$ cat config.mk
export PLATFORM = sky130hd
export DESIGN_NAME = double_round_to_integral
export DESIGN_NICKNAME = d
export VERILOG_FILES = /design/src/rtl/core/dri_pkg.sv /design/src/rtl/core/dri_decode.sv /design/src/rtl/core/dri_decide.sv /design/src/rtl/core/double_round_to_integral.sv
export SDC_FILE = /design/constraint.sdc
export NUM_CORES = 1
export LEC_CHECK = 0
export ABC_AREA = 1
export BUFFER_PORTS_ARGS = -buffer_cell sky130_fd_sc_hd__buf_2
export CAP_MARGIN = 20
export CELL_PAD_IN_SITES_DETAIL_PLACEMENT = 1
export CELL_PAD_IN_SITES_GLOBAL_PLACEMENT = 2
export CORE_MARGIN = 8
export CORE_UTILIZATION = 42
export CTS_CLUSTER_SIZE = 12
export DETAILED_ROUTE_END_ITERATION = 12
export PLACE_DENSITY_LB_ADDON = 0.1
export REMOVE_ABC_BUFFERS = 1
export SYNTH_ARGS = -nofsm -noshare
export SYNTH_HDL_FRONTEND = slang
export SYNTH_SLANG_ARGS = --single-unit
$ cat constraint.sdc
create_clock -name clk -period 31.3 [get_ports clk]
set_clock_uncertainty 0.15 [all_clocks]
set_input_delay 0 -clock clk [delete_from_list [all_inputs] [get_ports clk]]
set_output_delay 0 -clock clk [all_outputs]
set_load 0.02 [all_outputs]
$ cat src/rtl/core/dri_pkg.sv
package dri_pkg;

    localparam int unsigned WordWidth = 64;
    localparam int unsigned ExpWidth  = 11;
    localparam int unsigned FracWidth = 52;

    localparam logic [ExpWidth-1:0] ExpBias     = 11'd1023;
    localparam logic [ExpWidth-1:0] ExpIntegral = 11'd1075;
    localparam logic [WordWidth-1:0] OneBits    = 64'h3FF0_0000_0000_0000;

    typedef enum logic [1:0] {
        MODE_NEAREST = 2'd0,
        MODE_CEIL    = 2'd1,
        MODE_FLOOR   = 2'd2,
        MODE_SPARE   = 2'd3
    } mode_t;

    // Decoded operand passed from the analysis stage to the decision stage.
    typedef struct packed {
        logic [WordWidth-1:0] bits;
        logic                 pass;       // returned unchanged
        logic                 sub_one;    // magnitude below one
        logic                 half_exp;   // exponent of one half
        logic                 frac_nz;    // fraction bits below integer point set
        logic                 above_half; // fraction greater than one half
        logic                 is_half;    // fraction exactly one half
        logic                 lsb;        // integer least significant bit
        logic [WordWidth-1:0] unit;       // weight of the integer LSB
        logic [WordWidth-1:0] trunc;      // truncated magnitude bits
    } dec_t;

    // Decision passed to the final adder stage.
    typedef struct packed {
        logic [WordWidth-1:0] bits;
        logic                 pass;
        logic                 sub_one;
        logic                 inc;
        logic [WordWidth-1:0] unit;
        logic [WordWidth-1:0] trunc;
    } act_t;

endpackage

$ cat src/rtl/core/dri_decode.sv
module dri_decode
    import dri_pkg::*;
(
    input  logic [WordWidth-1:0] bits,
    output dec_t                 dec
);

    logic [ExpWidth-1:0]  ex;
    logic [WordWidth-1:0] mag;
    logic [5:0]           f;
    logic [WordWidth-1:0] mask;
    logic [WordWidth-1:0] half;
    logic [WordWidth-1:0] frac;
    logic [ExpWidth-1:0]  fdiff;

    // Fraction position and masks from the exponent.
    always_comb
    begin
        ex    = bits[WordWidth-2 -: ExpWidth];
        mag   = {1'b0, bits[WordWidth-2:0]};
        fdiff = ExpIntegral - ex;
        f     = fdiff[5:0];
        mask  = (64'd1 << f) - 64'd1;
        half  = 64'd1 << (f - 6'd1);
        frac  = mag & mask;
        dec.bits       = bits;
        dec.pass       = (ex >= ExpIntegral) || (mag == '0);
        dec.sub_one    = ex < ExpBias;
        dec.half_exp   = ex == (ExpBias - 11'd1);
        dec.frac_nz    = (ex < ExpBias) ? (mag[FracWidth-1:0] != '0) : (frac != '0);
        dec.above_half = frac > half;
        dec.is_half    = frac == half;
        dec.lsb        = |(mag & (mask + 64'd1));
        dec.unit       = mask + 64'd1;
        dec.trunc      = mag & ~mask;
    end

endmodule

$ cat src/rtl/core/dri_decide.sv
module dri_decide
    import dri_pkg::*;
(
    input  dec_t        dec,
    input  logic [1:0]  mode,
    output act_t        act
);

    logic neg;

    // Whether the magnitude moves up by one unit.
    always_comb
    begin
        neg         = dec.bits[WordWidth-1];
        act.bits    = dec.bits;
        act.sub_one = dec.sub_one;
        act.unit    = dec.unit;
        act.trunc   = dec.trunc;
        act.pass    = dec.pass || (!dec.sub_one && !dec.frac_nz);
        case (mode_t'(mode))
            MODE_CEIL:  act.inc = !neg;
            MODE_FLOOR: act.inc = neg;
            default:
            begin
                if (dec.sub_one)
                    act.inc = dec.half_exp && dec.frac_nz;
                else
                    act.inc = dec.above_half || (dec.is_half && dec.lsb);
            end
        endcase
    end

endmodule

$ cat src/rtl/core/double_round_to_integral.sv
// Channel   Direction  Handshake         Payload
// operand   in         valid / stall     operand_bits (64)
// result    out        valid / stall     rounded_bits (64)
// config    in         valid / ready     rounding_mode (2)
//
// An item is decoded, judged and rounded in three register stages.
// An item moves through the decode, act and result registers; the last presents it as valid.
// One item can enter every cycle unless the input is stalled; a stage loads when its downstream slot frees.
// A stall on the result holds the result stage and each occupied stage behind a held one; empty stages still fill.
// Reset clears the valid bits and sets the mode to nearest, ties to even.
module double_round_to_integral
    import dri_pkg::*;
(
    input  logic                 clk,
    input  logic                 rst_n,
    input  logic                 in_valid,
    output logic                 in_stall,
    input  logic [WordWidth-1:0] operand_bits,
    output logic                 out_valid,
    input  logic                 out_stall,
    output logic [WordWidth-1:0] rounded_bits,
    input  logic                 cfg_valid,
    output logic                 cfg_ready,
    input  logic [1:0]           rounding_mode
);

    logic [1:0]           mode_reg;
    logic                 v0_reg, v1_reg, v2_reg;
    logic                 en0, en1, en2;
    dec_t                 dec_comb, dec_reg;
    act_t                 act_comb, act_reg;
    logic [WordWidth-1:0] res_next, res_reg;
    logic [WordWidth-1:0] sum;

    assign cfg_ready = 1'b1;

    // Stage enables: a stage loads when its downstream slot frees.
    assign en2      = !v2_reg || !out_stall;
    assign en1      = !v1_reg || en2;
    assign en0      = !v0_reg || en1;
    assign in_stall = !en0;

    dri_decode u_decode (.bits(operand_bits), .dec(dec_comb));
    dri_decide u_decide (.dec(dec_reg), .mode(mode_reg), .act(act_comb));

    // Final result from the decision.
    always_comb
    begin
        sum = act_reg.trunc + act_reg.unit;
        if (act_reg.pass)
            res_next = act_reg.bits;
        else if (act_reg.sub_one)
            res_next = {act_reg.bits[WordWidth-1], 63'd0} | (act_reg.inc ? OneBits : '0);
        else
            res_next = {act_reg.bits[WordWidth-1],
                        (act_reg.inc ? sum[WordWidth-2:0] : act_reg.trunc[WordWidth-2:0])};
    end

    // Control registers.
    always_ff @(posedge clk or negedge rst_n)
    begin
        if (!rst_n)
        begin
            mode_reg <= MODE_NEAREST;
            v0_reg   <= 1'b0;
            v1_reg   <= 1'b0;
            v2_reg   <= 1'b0;
        end
        else
        begin
            if (cfg_valid)
                mode_reg <= rounding_mode;
            if (en0)
                v0_reg <= in_valid;
            if (en1)
                v1_reg <= v0_reg;
            if (en2)
                v2_reg <= v1_reg;
        end
    end

    // Payload registers.
    always_ff @(posedge clk)
    begin
        if (en0)
            dec_reg <= dec_comb;
        if (en1)
            act_reg <= act_comb;
        if (en2)
            res_reg <= res_next;
    end

    // The final register holds the rounded word; the act stage feeds it.
    assign out_valid    = v2_reg;
    assign rounded_bits = res_reg;

endmodule

-- Word-level counts from Yosys, hierarchy flattened
Index checks and enable logic that the tools add are counted.
Widths: inputs -> output; s select.
- output and inout port bits: 67
- register bits: 459
- input port bits: 71
- logic and storage cells: 68
- reductions and logical operators: 21
- mux-type cells: 7
- add/subtract/negate cells: 5
- equal/unequal tests: 4
- shifts and indexed selects: 2
- bitwise operators: 5
- order comparisons: 3
- operator list (operator ; number):
    $and 63x64->64 ; 2
    $mux 64 ; 2
    $shl 1x6->64 const A ; 2
    $add 64x1->64 const B ; 1
    $eq 64x64->1 ; 1
    $gt 64x64->1 ; 1
    $or 64x62->64 ; 1
    $reduce_bool 64->1 ; 1
    $reduce_or 64->1 ; 1
    $sub 64x1->64 const B ; 1
    $add 63x63->63 ; 1
    $and 63x63->63 ; 1
    $logic_not 63->1 ; 1
    $mux 63 ; 1
    $not 63->63 ; 1
    $mux 62 ; 1
    $reduce_bool 52->1 ; 1
    $eq 11x10->1 const B ; 1
    $ge 11x11->1 const B ; 1
    $lt 11x10->1 const B ; 1
    $logic_not 1->1 ; 8
    $logic_or 1x1->1 ; 6
    $sub 6x1->6 const B ; 1
    $sub 6x6->6 const A ; 1
    5 further kinds ; 8

-- Depth between registers and ports, before layout
- depth in word-level cells: 6
- mapped depth: 32
- depth with buffers taken out: 29

-- Cells and area by module
A second synthesis with hierarchy kept.
- cell total of the unflattened synthesis: 4028
- area, all modules: 31410.1 um2
- modules (own cells, without submodules) (module ; area an instance (um2) ; sequential area each (um2) ; cells each ; instances):
    double_round_to_integral ; 21090.2 ; 13818.3 ; 2085 ; 1
    dri_decode ; 8768.4 ; 0.0 ; 1730 ; 1
    dri_decide ; 1551.5 ; 0.0 ; 213 ; 1

-- Worst setup path before layout
OpenSTA, ideal clock, no wires.
- path type: register to register
- from: register v2_reg, in the netlist out_valid
- to: register dec_reg[0] (netlist bit), enable pin
- cell stages (with the launch flop): 6
- data arrival time: 10.756 ns
- buffers on the path: 0
- setup time: 0.539 ns
- path slack: 19.856 ns
- clock period less this slack: 11.444 ns
- data required time: 30.611 ns
- path through: dfrtp_1 nand2_1 nor2_1 inv_1 nor2_1 inv_1
- word-level cells in the longest chain between the ends: 4
- RTL lines (item ; line ; source):
    start, declared ; double_round_to_integral.sv:28 ; logic v0_reg, v1_reg, v2_reg;
    start signal, assigned ; double_round_to_integral.sv:78 ; v2_reg <= v1_reg;
    $logic_not 1->1 ; double_round_to_integral.sv:38 ; assign en2 = !v2_reg || !out_stall;
    $logic_or 1x1->1 ; double_round_to_integral.sv:38 ;
    via en2 ; double_round_to_integral.sv:29 ; logic en0, en1, en2;
    $logic_or 1x1->1 ; double_round_to_integral.sv:39 ; assign en1 = !v1_reg || en2;
    via en1 ; double_round_to_integral.sv:29 ;
    $logic_or 1x1->1 ; double_round_to_integral.sv:40 ; assign en0 = !v0_reg || en1;
    end signal, assigned ; double_round_to_integral.sv:86 ; dec_reg <= dec_comb;
    end, declared ; double_round_to_integral.sv:30 ; dec_t dec_comb, dec_reg;
The timed path passes the listed nets, and every way through them passes these cells.
A chain may end at the register's enable or synchronous reset.

==> metrics.md <==
| Metric | Value |
|---|---|
| Die Y | 271 um |
| Worst Hold Launch | operand_bits[7] |
| Reg clk slew, reported paths | 60 ps |
| Post-synthesis adder-cell area fraction | 0.0607 |
| Critical Path RT | 31500 ps |
| Crit share post-route | 0.186 |
| Sequential-to-total area share from yosys stat | 0.504 |
| Final #Nets | 3593 |
| Tmin final | 5820 ps |
| Syn Std Cell Area | 27300 sq um |
| Die width | 271 um |
| Total GRT Usage | 0.293 |
| DR pass1 iterations | 5 |
| Number of distinct library cells after synthesis | 58 |
| Final Util | 0.488 |
| Largest net degree at the start of global routing | 87 |
| Cells on worst reg2reg path | 15 |
| Hpwl dp | 88200 um |
| Gpl congestion | 0.971 |
| Least-Margin Pin Slew | 1040 ps |
| Post-synthesis xor/xnor area fraction | 0.0125 |
| Max_slew headroom | 0.309 |
| Placed cell count | 4105 |
| CTS buffer count | 52 |
| Worst EP arrival | 6010 ps |
| Initial core utilization | 0.425 |
| Final Hold Violating Endpoints | 0 |
| Area delta synth->final | 15.0% |
| Asr flop ratio synth | 0.0109 |
| Hold WS | 16.4 ps |
| TritonCTS clock tree | done |
| R2r endpoint | rounded_bits[61]$_DFFE_PP_ |
| CP Class | input pin to flop |
| Final WL | 110000 um |
| Synth Area in Simple Gates | 0.272 |
| Vias | 24100 |
| Mux contribution to synthesized area | 0 |
| GRT overflow | 0 |
| Vias per cell | 5.62 |
| WHS Endpoint | dec_reg[142]$_DFFE_PN_ |
| Crit Path Max Fanout | 13 |
| Layout cells sized above 1 | 0.115 |
| Postcts setup bufs | 0 |
| Die area | 73500 sq um |
| Wirelength per Cell | 25.7 um |
| Compound-gate portion of the synthesized area | 0.0856 |
| VDD IR max | 59.0 uV |
| Setup_tns | 0 ps |
| Unrepaired setup endpoints after global routing | false |
| Core area | 64300 sq um |
| GR Util met1 | 0.397 |
| Pins Over Slew Limit | 0 |
| DRT antenna net count | 0 |
| M3 GR Usage | 0.0412 |
| Cell area after layout | 31400 sq um |
| CP Capture Type | flop |
| H-Tree Depth | 2 |
| Placed Instance Area | 29000 sq um |
| Leakage | 14.6 nW |
| Final setup violation count | 0 |
| DRC viols | 0 |
| CTS max path bufs | 3 |
| Port Buf Inserts | 136 |
| Row count | 93 |
| Tightest Hold Check Type | input pin to flop |
| DRT iter0 DRCs | 2085 |
| I/O pin total | 138 |
| Initial antenna violation count | 1 |
| Synth warn | 0 |
| CP startpoint kind | input pin |
| Status | finished, final reports clean |
| Avg Cell Area, Syn | 8.70 sq um |
| Finished Layout Cells | 4287 |
| Global-route wire length before repair | 163000 um |
| Worst Hold Depth | 2 |
| GR Util met2 | 0.476 |
| Synthesized flop and latch total | 459 |
| Most Crowded Layer GR | met2 |
| Top achievable clock speed | 0.172 GHz |
| Root Buffer | clkbuf_16 |
| Dominant synthesized flop cell | edfxtp_1 |
| Vias in the first global route | 25300 |
| Main combinational cell family by area after synthesis | simple AND/OR/NAND/NOR gates |
| Mapped Cells | 3142 |
| P per Cell Area | 73.8 nW/um^2 |
| Max reg flops | 197 |
| Clock latency at the later pin of the worst-skew pair | 620 ps |
| CTS Sinks | 459 |
| Max cap viols | 0 |
| Reg2reg setup slack | 26010 ps |
| Reg2reg start | act_reg[2]$_DFFE_PP_ |
| Post-synth EDFFs | 454 |
[final cells by class]
cell class / count / area [sq um]
repair buffers: 238 / 1660
clock buffers: 69 / 1410
fillers: 7582 / 32900
diodes: 1 / 2.50
inverters: 404 / 1540
well taps: 855 / 1070
flip-flops and latches: 459 / 13800
clock inverters: 26 / 200
multi-input cells: 2235 / 11800
[metrics by stage]
step | total power, W | setup WS [ps]
2_1_floorplan | 0.00140 | 19860
3_3_place_gp | 0.00169 | 25630
3_5_place_dp | 0.00173 | 25600
4_1_cts | 0.00231 | 25660
5_1_grt | 0.00243 | 25110
6_report | 0.00232 | 25480
[Yosys cell counts (28+ instances only)]
cell type | n | area, sq um
inv_2 | 34 | 128
nand4_1 | 44 | 275
nor2_2 | 28 | 175
a21oi_1 | 124 | 621
nand2_1 | 717 | 2690
edfxtp_1 | 454 | 13600
and2_1 | 51 | 319
nand2_2 | 40 | 250
o21ai_0 | 178 | 891
ha_1 | 131 | 1640
a31oi_1 | 41 | 257
inv_1 | 363 | 1360
nor2_1 | 428 | 1610
nand3_1 | 215 | 1080
[per-layer routing]
| metal | share of wire | routed length [um] | vias up |
|---|---|---|---|
| li1 | - | - | 11100 |
| met1 | 0.44 | 48400 | 12000 |
| met2 | 0.46 | 51100 | 777 |
| met3 | 0.058 | 6430 | 183 |
| met4 | 0.039 | 4270 | 0 |
| met5 | 0 | 0 | - |
[power by group]
part | total, W | internal, W | switching (W) | leakage [nW]
combinational | 0.000869 | 0.000248 | 0.000620 | 9.06
sequential | 0.000874 | 0.000828 | 0.0000460 | 4.77
clock | 0.000576 | 0.000319 | 0.000257 | 0.770
[cell families after synthesis]
logic type	Yosys count
buf+inv	448
xor+xnor	38
simple gates	1646
other cells	1
flops	459
fa+ha+maj	132
compound gates	418
[layout by cell type (no fill, tap or decap), types with 18 or more instances in the layout]
| cell type | count |
|---|---|
| ha_1 | 131 |
| xor2_1 | 24 |
| o21ai_0 | 178 |
| nor2_2 | 28 |
| nand2_1 | 716 |
| and2_1 | 51 |
| dlygate4sd3_1 | 86 |
| clkbuf_16 | 52 |
| nor4_1 | 24 |
| edfxtp_1 | 454 |
| nand4_1 | 44 |
| a31oi_1 | 41 |
| a21oi_1 | 124 |
| nand2_2 | 40 |
| nor2_4 | 18 |
| nor2_1 | 427 |
| inv_1 | 361 |
| nand3_1 | 215 |
| buf_2 | 136 |
| nor3_1 | 27 |
| inv_2 | 34 |
[worst max-delay path, stage by stage]
cell and delay [ps]:
dlygate4sd3_1 550, buf_2 330, inv_4 150, ha_1 500
inv_2 150, nand3_1 260, nor2_1 150, nand2_2 210
ha_1 310, nand3_4 150, nor2_4 270, nand2_2 160
nor2_2 320, nand3b_1 180, nand2_1 140, inv_2 70
nand2_1 80, inv_2 40, ha_1 260, nand3_1 100
nor3_1 200, nor4b_1 750, nand3_1 170, nor4_1 270
o21bai_1 160, inv_1 50
[timing repair]
item | 4_1_cts | 5_1_grt
endpoints found under the hold margin | 162 | 0
resized for setup | 0 | 0
hold buffers | 86 | 0
[how the worst max path moves through the flow]
stage	end	startpoint	slack, ps	cells past startpoint
final	dec_reg[130]$_DFFE_PN_	operand_bits[54]	25480	26
after detailed placement	dec_reg[130]$_DFFE_PN_	operand_bits[54]	25600	25
after CTS	dec_reg[130]$_DFFE_PN_	operand_bits[54]	25660	26
after global placement	dec_reg[130]$_DFFE_PN_	operand_bits[54]	25630	25
after global routing	dec_reg[130]$_DFFE_PN_	operand_bits[54]	25110	26
after floorplan	dec_reg[0]$_DFFE_PN_	out_valid$_DFFE_PN0P_	19860	5
Power figures use the tool's default switching activity.
